**src/rtl/core/svac_pkg.sv**
```systemverilog
// Shared types, constants and table helpers for the SVPWM compare generator.
`timescale 1ns / 1ps

package svac_pkg;

  // Modulation index limit, 2/sqrt(3) in Q1.14
  localparam logic [14:0] MOD_LIMIT  = 15'd18919;
  // One third of a turn in angle counts
  localparam logic [15:0] THIRD_TURN = 16'd21845;

  // Q30 constants for building the sine table
  localparam longint Q30_ONE = 64'sd1073741824;
  localparam longint TAY_A1  = 64'sd1686629713;
  localparam longint TAY_A3  = 64'sd693598668;
  localparam longint TAY_A5  = 64'sd85569305;
  localparam longint TAY_A7  = 64'sd5026994;
  localparam longint TAY_A9  = 64'sd172273;

  // Duty at full scale, 2^31
  localparam logic [31:0] DUTY_FULL = 32'h8000_0000;

  typedef logic signed [15:0] sine_t;   // Q1.15
  typedef logic signed [30:0] phase_t;  // Q2.29 product of index and sine
  typedef logic [31:0]        duty_t;   // Q30 duty, 0 to 2^31

  // Stage advance strobes for the zero-sequence datapath
  typedef struct packed {
    logic prod;
    logic minmax;
    logic duty;
  } svac_adv_t;

  // (a * b) >> 30 with b >= 0, truncated toward zero
  function automatic longint mul_q30(input longint a, input longint b);
    longint mag;
    longint res;
    mag = (a < 0) ? -a : a;
    res = (mag * b) >>> 30;
    return (a < 0) ? -res : res;
  endfunction

endpackage

```
**src/rtl/core/svac_compare.sv**
```systemverilog
// Maps one Q30 duty to a timer compare value, floor(period * duty / 2^31).
`timescale 1ns / 1ps

module svac_compare import svac_pkg::*; (
  input  logic        clk_i,
  input  logic        en_i,
  input  duty_t       duty_i,
  input  logic [15:0] period_i,
  output logic [15:0] compare_o
);

  logic [47:0] prod;
  logic [15:0] compare_q;

  assign prod = 48'(duty_i) * 48'(period_i);

  always_ff @(posedge clk_i) begin
    if (en_i) begin
      compare_q <= prod[46:31];
    end
  end

  assign compare_o = compare_q;

endmodule

```
**config.mk**
```make
export PLATFORM = sky130hd
export DESIGN_NAME = svac_compare
export DESIGN_NICKNAME = d
export VERILOG_FILES = /design/src/rtl/core/svac_pkg.sv /design/src/rtl/core/svac_compare.sv
export SDC_FILE = /design/constraint.sdc
export NUM_CORES = 1
export LEC_CHECK = 0
export ABC_AREA = 1
export BUFFER_PORTS_ARGS = -buffer_cell sky130_fd_sc_hd__buf_2
export CORE_UTILIZATION = 35
export CTS_BUF_LIST = sky130_fd_sc_hd__clkbuf_8
export DETAILED_ROUTE_END_ITERATION = 10
export PLACE_DENSITY = 0.59
export RECOVER_POWER = 50
export SETUP_SLACK_MARGIN = 0.1
export SLEW_MARGIN = 0
export SYNTH_ARGS = -nofsm -noshare
export SYNTH_HDL_FRONTEND = slang
export SYNTH_SLANG_ARGS = --single-unit
```
**constraint.sdc**
```tcl
create_clock -name clk_i -period 15.95 [get_ports clk_i]
set_input_delay 0.7975 -clock clk_i [delete_from_list [all_inputs] [get_ports clk_i]]
set_output_delay 0.7975 -clock clk_i [all_outputs]
set_load 0.05 [all_outputs]
```
==> reports/summary.log <==
[clock_tree] clk buf depth 2
[global_routing] most utilized layer in the global route result met2
[clock_tree] clock buffers created by TritonCTS 3
[clock_tree] cell chosen for the clock root sky130_fd_sc_hd__clkbuf_8
[routing] wire length per cell 15.6 µm
[logic_synthesis] synthesized-area fraction occupied by xor and xnor cells 0.354%
[logic_synthesis] Net Count, Synth 2,913
[timing] Tightest Pin Transition 1010 ps
[final_layout] number of flip-flops in the largest register 16
[routing] post-DR vias/cell 4.72
[logic_synthesis] largest family of logic cells by synthesized area adder cells
[global_routing] met3 Use GR 1.07%
[timing] unrepaired setup endpoints after global routing no
[logic_synthesis] sequential element share of the synthesized area 2.77%
[floorplan] area inside the core boundary 0.0488 mm²
[global_routing] antenna violations before repair 0
[global_routing] global-route track usage on met2 34.5%
[logic_synthesis] mux cell area share after synthesis 0%
[final_layout] fill count 5,208
[routing] post-detailed-route count of antenna-violating nets 0
[min_path] classification of the worst-slack hold path input port to register
[clock_tree] clock tree from TritonCTS done
[logic_synthesis] flip-flop and latch count after synthesis 16
[clock_tree] quantity of hold-fixing buffers added after cts 0
[logic_synthesis] number of library cell types mapped by synthesis 28
[logic_synthesis] post-synthesis compound-gate area fraction 3.59%
[logic_synthesis] Yosys warning count 0
[floorplan] standard-cell row count 81
[final_layout] fraction of layout cells with a size suffix above 1 3.66%
[logic_synthesis] netlist area before placement 0.0173 mm²
[global_routing] via count of the first global-routing pass 15,300
[final_layout] most frequent cells in the layout 708 x sky130_fd_sc_hd__inv_1, 693 x sky130_fd_sc_hd__nand2_1, 416 x sky130_fd_sc_hd__fa_1, 113 x sky130_fd_sc_hd__ha_1, 76 x sky130_fd_sc_hd__nor2_1
[floorplan] starting density of the core 35.5%
[final_layout] post-layout instance count excluding filler cells 2,956
[global_routing] sum of overflow across all layers after global routing 0
[routing] first drt pass iteration count 5
[logic_synthesis] post-synthesis cell count 2,334
[setup_path] highest net fanout along the worst path 31
[floorplan] die width 224 µm
[floorplan] number of top-level pins 66
[setup_path] data required time of the critical path 15,970 ps
[clock_tree] number of clock sinks 16
[global_routing] met1 Usage GRT 26.3%
[global_routing] first-pass GRT wire length 78,100 µm
[timing] max-slew violation count 0
[timing] relative max-transition margin 32.9%
[place] dpl cells 2,952
[run_status] run status complete, no violations
[setup_path] worst setup path category input port to register
[flow_run] max-capacitance violation count 0
[final_layout] # nets final 2,872
[setup_path] WP data arrival 6530 ps
[final_layout] final core area utilization 37.0%
[routing] DR DRC count 0
[routing] number of vias after detailed routing 13,900
[setup_path] Critical Path Sink Type register
[floorplan] die span in y 224 µm
[routing] Total Routed Length 46,100 µm
[final_layout] antenna cell count 0
[timing] Final min period 6510 ps
[floorplan] die area 0.0504 mm²
[timing] Max Clock Freq 0.154 GHz
[logic_synthesis] simple-gate area share of the yosys netlist 19.0%
[global_routing] pin count of the biggest net entering global routing 33
[timing] setup-violating endpoint count in the final report 0
[place] quantity of I/O buffers inserted on ports 65
[clock_tree] post-cts gate resize count 0
[routing] number of violations reported at the end of detailed-routing iteration 0 783
[logic_synthesis] average size of a mapped cell 7.42 µm²
[timing] Fin Setup TNS 0 ps
[final_layout] area growth from synthesis to layout 4.45%
[global_routing] overall fraction of global-route tracks in use 19.4%
[clock_tree] clock transition time at the flip-flop clock pins of the worst setup and hold paths 70 ps
[timing] Period Utilization, post-route 40.8%
[clock_tree] H-tree depth reported by CTS 1
[clock_tree] count of buffers added by post-CTS timing repair for setup 0
[timing] endpoints failing hold 0
[place] Detailed Place HPWL 38,600 µm
[final_layout] most frequent standard cell in the layout excluding fill and tap cells sky130_fd_sc_hd__inv_1
[place] routability congestion estimate 0.902
[setup_path] CP startpoint kind input port
[logic_synthesis] share of synthesized cell area in full adder, half adder and majority cells 56.2%
area by class of cell:
class                   instances  area, µm²  share of cell area (%)
multi-input cells            1487      13700                    75.8
inverters                     720       2700                    14.9
well taps                     664        831                    4.59
flip-flops and latches         16        480                    2.65
repair buffers                 65        314                    1.74
clock buffers                   3       41.3                   0.228
clock inverters                 1       3.75                  0.0207
kinds of logic (layout without fill, tap and decap cells):
family          Yosys count  after routing
simple gates            840            840
buf+inv                 831            789
fa+ha+maj               529            529
compound gates          111            111
flops                    16             16
xor+xnor                  7              7
synth_stat cells (all sizes together):
master	count	area share, %
xor2	4	0.20
nand2	696	15
nor2	81	1.8
o21bai	11	0.50
nand3b	1	0.043
nand3	30	0.87
nand4	19	0.69
o21a	5	0.22
fa	416	48
nor3	12	0.46
buf	2	0.058
o21ai	30	0.87
clkbuf	109	2.4
o211ai	1	0.043
inv	720	16
a21oi	56	1.6
xnor2	3	0.15
nor4	1	0.036
edfxtp	16	2.8
a21o	5	0.22
ha	113	8.2
a21boi	3	0.13
layer usage:
metal	share of wire, %	wire length [µm]
met5	0	0
met4	1.3	603
met3	4.7	2150
met2	50	23000
met1	44	20300
path summary, 6_finish.rpt:
| kind | cells after the start | startpoint | endpoint | slack, ps |
|---|---|---|---|---|
| max | 22 | period_i[1] | compare_o[9] | 9440 |
| min | 1 | en_i | compare_o[13] | 1270 |
through the flow:
stage / setup slack, ps / hold slack (ps) / instance area, µm²
after floorplan: 9970 / 910 / 17300
after global placement: 9240 / 1280 / 18100
after detailed placement: 9230 / 1270 / 18100
after CTS: 9490 / 1000 / 18100
after global routing: 9210 / 1300 / 18100
final: 9440 / 1270 / 18100
worst max-delay path, stage by stage:
cell,delay [ps]
sky130_fd_sc_hd__buf_2,590
sky130_fd_sc_hd__nand2_1,180
sky130_fd_sc_hd__fa_1,570
sky130_fd_sc_hd__inv_1,50
sky130_fd_sc_hd__fa_1,530
sky130_fd_sc_hd__inv_1,50
sky130_fd_sc_hd__fa_1,430
sky130_fd_sc_hd__fa_1,510
sky130_fd_sc_hd__inv_1,60
sky130_fd_sc_hd__fa_1,520
sky130_fd_sc_hd__inv_1,50
sky130_fd_sc_hd__fa_1,490
sky130_fd_sc_hd__inv_1,50
sky130_fd_sc_hd__ha_1,380
sky130_fd_sc_hd__nand2_1,210
sky130_fd_sc_hd__inv_1,60
sky130_fd_sc_hd__a21oi_1,330
sky130_fd_sc_hd__nand2_1,180
sky130_fd_sc_hd__a21boi_0,240
sky130_fd_sc_hd__nand3_1,100
sky130_fd_sc_hd__nand2_1,70
sky130_fd_sc_hd__nand2_1,50
Power is not shown: default switching activity piles up to over one toggle a cycle in this logic, so the estimate is an artifact.
