**config.mk**
```make
export PLATFORM = sky130hd
export DESIGN_NAME = svac_zero_seq
export DESIGN_NICKNAME = d
export VERILOG_FILES = /design/src/rtl/core/svac_pkg.sv /design/src/rtl/core/svac_zero_seq.sv
export SDC_FILE = /design/constraint.sdc
export NUM_CORES = 2
export LEC_CHECK = 0
export ABC_AREA = 1
export BUFFER_PORTS_ARGS = -buffer_cell sky130_fd_sc_hd__clkbuf_2
export CAP_MARGIN = 25
export CORE_MARGIN = 2
export CORE_UTILIZATION = 35
export DETAILED_ROUTE_END_ITERATION = 10
export HOLD_SLACK_MARGIN = 0.05
export PLACE_DENSITY = 0.51
export SKIP_LAST_GASP = 1
export SYNTH_ARGS = -nofsm -noshare
export SYNTH_HDL_FRONTEND = slang
export SYNTH_SLANG_ARGS = --single-unit
```
**constraint.sdc**
```tcl
create_clock -name clk_i -period 8.28 [get_ports clk_i]
set_input_delay 1.656 -clock clk_i [delete_from_list [all_inputs] [get_ports clk_i]]
set_output_delay 1.656 -clock clk_i [all_outputs]
set_load 0.01 [all_outputs]
```
**src/rtl/core/svac_pkg.sv**
```systemverilog
// Shared types, constants and table helpers for the SVPWM compare generator.
`timescale 1ns / 1ps

package svac_pkg;

  // Modulation index limit, 2/sqrt(3) in Q1.14
  localparam logic [14:0] MOD_LIMIT  = 15'd18919;
  // One third of a turn in angle counts
  localparam logic [15:0] THIRD_TURN = 16'd21845;

  // Q30 constants for building the sine table
  localparam longint Q30_ONE = 64'sd1073741824;
  localparam longint TAY_A1  = 64'sd1686629713;
  localparam longint TAY_A3  = 64'sd693598668;
  localparam longint TAY_A5  = 64'sd85569305;
  localparam longint TAY_A7  = 64'sd5026994;
  localparam longint TAY_A9  = 64'sd172273;

  // Duty at full scale, 2^31
  localparam logic [31:0] DUTY_FULL = 32'h8000_0000;

  typedef logic signed [15:0] sine_t;   // Q1.15
  typedef logic signed [30:0] phase_t;  // Q2.29 product of index and sine
  typedef logic [31:0]        duty_t;   // Q30 duty, 0 to 2^31

  // Stage advance strobes for the zero-sequence datapath
  typedef struct packed {
    logic prod;
    logic minmax;
    logic duty;
  } svac_adv_t;

  // (a * b) >> 30 with b >= 0, truncated toward zero
  function automatic longint mul_q30(input longint a, input longint b);
    longint mag;
    longint res;
    mag = (a < 0) ? -a : a;
    res = (mag * b) >>> 30;
    return (a < 0) ? -res : res;
  endfunction

endpackage

```
**src/rtl/core/svac_zero_seq.sv**
```systemverilog
// Index scaling, min-max zero-sequence injection and duty clamp, three stages.
`timescale 1ns / 1ps

module svac_zero_seq import svac_pkg::*; (
  input  logic        clk_i,
  input  svac_adv_t   adv_i,
  input  logic [14:0] mod_index_i,
  input  sine_t       sine_u_i,
  input  sine_t       sine_v_i,
  input  sine_t       sine_w_i,
  output duty_t       duty_u_o,
  output duty_t       duty_v_o,
  output duty_t       duty_w_o
);

  logic signed [31:0] full_u, full_v, full_w;
  phase_t pu_q, pv_q, pw_q;
  phase_t pu2_q, pv2_q, pw2_q;
  phase_t mx_d, mn_d, mx_q, mn_q;
  duty_t  du_d, dv_d, dw_d;
  duty_t  du_q, dv_q, dw_q;

  // Stage: scale each sine by the index
  assign full_u = 32'($signed({1'b0, mod_index_i})) * 32'(sine_u_i);
  assign full_v = 32'($signed({1'b0, mod_index_i})) * 32'(sine_v_i);
  assign full_w = 32'($signed({1'b0, mod_index_i})) * 32'(sine_w_i);

  always_ff @(posedge clk_i) begin
    if (adv_i.prod) begin
      pu_q <= full_u[30:0];
      pv_q <= full_v[30:0];
      pw_q <= full_w[30:0];
    end
  end

  // Stage: largest and smallest phase
  always_comb begin
    mx_d = pu_q;
    if (pv_q > mx_d) mx_d = pv_q;
    if (pw_q > mx_d) mx_d = pw_q;
    mn_d = pu_q;
    if (pv_q < mn_d) mn_d = pv_q;
    if (pw_q < mn_d) mn_d = pw_q;
  end

  always_ff @(posedge clk_i) begin
    if (adv_i.minmax) begin
      pu2_q <= pu_q;
      pv2_q <= pv_q;
      pw2_q <= pw_q;
      mx_q  <= mx_d;
      mn_q  <= mn_d;
    end
  end

  // Stage: duty = 1 + 2p - max - min in Q30, saturated to [0, 2^31]
  function automatic duty_t to_duty(input phase_t p, input phase_t mx, input phase_t mn);
    logic signed [33:0] sum;
    sum = 34'sd1073741824 + (34'(p) <<< 1) - 34'(mx) - 34'(mn);
    if (sum < 0) begin
      return '0;
    end else if (sum > 34'sd2147483648) begin
      return DUTY_FULL;
    end
    return sum[31:0];
  endfunction

  assign du_d = to_duty(pu2_q, mx_q, mn_q);
  assign dv_d = to_duty(pv2_q, mx_q, mn_q);
  assign dw_d = to_duty(pw2_q, mx_q, mn_q);

  always_ff @(posedge clk_i) begin
    if (adv_i.duty) begin
      du_q <= du_d;
      dv_q <= dv_d;
      dw_q <= dw_d;
    end
  end

  assign duty_u_o = du_q;
  assign duty_v_o = dv_q;
  assign duty_w_o = dw_q;

endmodule

```
==> results by group <==
Timing
  • Final setup skew: 21.7 ps
  • Final hold vios: 0
  • Worst Tran Pin Value: 962 ps
  • Setup violators final: 0
  • Final worst path period need: 7250 ps
  • Rel. slew slack: 35.8%
  • Final worst-path cycle share: 87.6%
  • TNS Setup: 0 ps
  • Slew Viols, Final: 0
  • Fmax: 138 MHz
  • RSZ-0062 raised after global routing: no
  • Final WS setup: 1030 ps

Finish
  • Area growth syn-to-layout: 9.05%
  • Layout cell share with drive strength beyond 1: 5.42%
  • # nets final: 7094
  • Final instance area: 52800 um2

Clock network
  • Cts bufs inserted: 41
  • H-tree levels: 2
  • Worst-path clk slew: 50 ps
  • Postcts setup bufs: 0
  • CTS Buffer Depth: 3
  • CTS root buffer: clkbuf_16
  • # clock sinks: 344
  • Cts hold-fix bufs: 0
  • Clock Latency Late Sink: 580 ps
  • Cells resized by post-CTS repair: 0
  • CTS tree: built

Synthesis
  • Largest area contributor in the synthesized netlist: fa_1
  • Syn Nets: 6982
  • Top cells by area, synth: fa_1 26%, edfxtp_1 21%, ha_1 16%
  • Top FF cell, synth: edfxtp_1
  • Async SR Flop Fraction: 0%
  • Syn Inst Count: 5652
  • Ys Warns: 0
  • Avg Synthesized Cell Area: 8.56 um2
  • Synth top area share: 26.3%
  • Seq/Total Area, Yosys: 21.3%
  • Netlist cell types: 47
  • Synth Cell Area: 48400 um2
  • Number of flops mapped to enable cells by yosys: 344
  • Synthesis-stage register bit count: 344

Global routing
  • M3 GR Usage: 1.60%
  • Gr ovfl total: 0
  • First-pass GRT wire length: 215 mm
  • Met2 GRT Util: 33.3%
  • Global Route Usage Sum: 19.5%
  • Initial antenna violation count: 3
  • Met1 usage: 26.7%
  • Vias in the first global route: 37691
  • Largest net degree at the start of global routing: 82
  • Top Usage Layer GRT: met2

Placed design
  • Pre-CTS setup slack: 438 ps
  • Port Buffer Count: 162
  • DP HPWL: 115 mm
  • RePlAce Congestion: 0.885
  • Post-DP Area: 51300 um2

Detailed routing
  • Drt pass-1 iters: 5
  • Post-route antenna net violation count: 0
  • Via density: 4.69
  • Post-detailed-routing wire length: 135 mm
  • Wire length per cell: 17.8 um
  • Via count: 35630
  • DR iter-0 viols: 2273
  • Residual DRC: 0

Worst setup path
  • Arr. time, crit path: 7570 ps
  • CP required: 8590 ps
  • R2R Setup Slk: 2150 ps
  • Max FO, Critical Path: 27
  • Startpoint types: primary input
  • Setup crit end kind: register
  • Critical setup path kind: in -> reg

Die
  • Horiz. Die Dim: 376 um
  • Die ar.: 141000 um2
  • Top-Level Pins: 163
  • Core box area: 137000 um2
  • Die H: 376 um
  • Rows: 136
  • Starting Density: 35.2%

Run status
  • Outcome: complete, no violations

Worst hold path
  • Hold Crit Class: reg -> reg

Run
  • Max-Cap Viols: 0
[sequential cells by signal (all words and copies together) (netlist names)]
register,count
duty_u_o,32
duty_v_o,32
duty_w_o,32
mn_q,31
mx_q,31
pu2_q,31
pu_q,31
pv2_q,31
pv_q,31
pw2_q,31
pw_q,31
[Yosys cell counts, types with 4 or more instances]
cell      count
a21o_1       27
nand2_1    1179
xnor2_1      81
a31oi_1      11
o21a_1       11
edfxtp_1    344
ha_1        627
a221oi_1      4
nor4_1       10
a21oi_2       4
buf_1        25
a21boi_1      6
nand3_1     142
nor3_1       16
nand2_2       6
fa_1        636
o21bai_1     15
o21ai_1      20
clkbuf_1    114
nor2_1      311
inv_1      1459
nand3b_1      7
xor2_1       85
o211ai_1      9
buf_4         6
buf_2         6
a21oi_1     260
o221ai_1      5
buf_6         9
a211oi_1      7
nand4_1      33
o21ai_0     148
or2_2         4
[layer usage]
| layer | vias to the layer above | wire length (um) |
|---|---|---|
| li1 | 17507 | - |
| met1 | 17292 | 63400 |
| met2 | 688 | 63700 |
| met3 | 141 | 4890 |
| met4 | 2 | 3260 |
| met5 | - | 13 |
[layout make-up]
| class | count | area [um2] |
|---|---|---|
| flip-flops and latches | 344 | 10300 |
| well taps | 1794 | 2240 |
| clock buffers | 47 | 1090 |
| repair buffers | 229 | 1410 |
| fillers | 14092 | 84500 |
| multi-input cells | 3687 | 31900 |
| clock inverters | 26 | 317 |
| inverters | 1461 | 5480 |
| diodes | 3 | 7.51 |
[logic make-up (layout without fill, tap and decap cells)]
family | count (synthesis) | count (layout) | share of synthesized area (%)
xor gates and xnor gates | 166 | 166 | 3.00
buffers and inverters | 1621 | 1763 | 12.8
and+or+nand+nor | 1714 | 1714 | 14.1
adders and majority gates | 1263 | 1263 | 42.5
AOI/OAI and AO/OA | 544 | 544 | 6.29
other | 0 | 3 | 0
DFF | 344 | 344 | 21.3
[stage by stage]
step | util [%] | instances | hold WS [ps]
2_1_floorplan | - | 5652 | 426
3_3_place_gp | 37.4 | 7514 | 453
3_5_place_dp | 37.4 | 7514 | 473
4_1_cts | 38.4 | 7587 | 486
5_1_grt | 38.4 | 7590 | 511
6_report | 38.4 | 7591 | 480
[cell usage in the layout, fill, tap and decap left out, drive strengths merged, types with 6 or more instances in the layout]
cell type / instances
o21a: 11
a21o: 27
nor3: 17
a211oi: 7
o21ai: 170
o211ai: 9
nand4: 33
a21oi: 265
xor2: 85
inv: 1462
o21bai: 16
nand3: 142
a21boi: 8
bufinv: 6
clkbuf: 206
buf: 70
ha: 627
nor4: 10
nor2: 311
a31oi: 11
edfxtp: 344
xnor2: 81
fa: 636
nand3b: 7
clkinv: 15
nand2: 1185
[worst max-delay path, cell delays in order]
cell	delay, ps
clkbuf_2	690
buf_4	340
nand2_1	100
fa_1	490
fa_1	520
fa_1	520
inv_1	40
ha_1	280
fa_1	480
inv_1	50
fa_1	480
inv_1	40
ha_1	350
a21oi_1	250
o21ai_0	180
nand2_1	100
nand2_1	50
a21oi_1	200
o21ai_0	180
a21oi_1	260
o21ai_0	130
xor2_1	150
[worst paths after layout]
kind | start | cells after the start | end
max | mod_index_i[7] | 22 | pv_q[21]
min | pu_q[30] | 0 | pu2_q[30]
max reg2reg | pv_q[30] | 27 | mx_q[22]
min reg2reg | pu_q[30] | 0 | pu2_q[30]
Power is not shown: default switching activity piles up to over one toggle a cycle in this logic, so the estimate is an artifact.
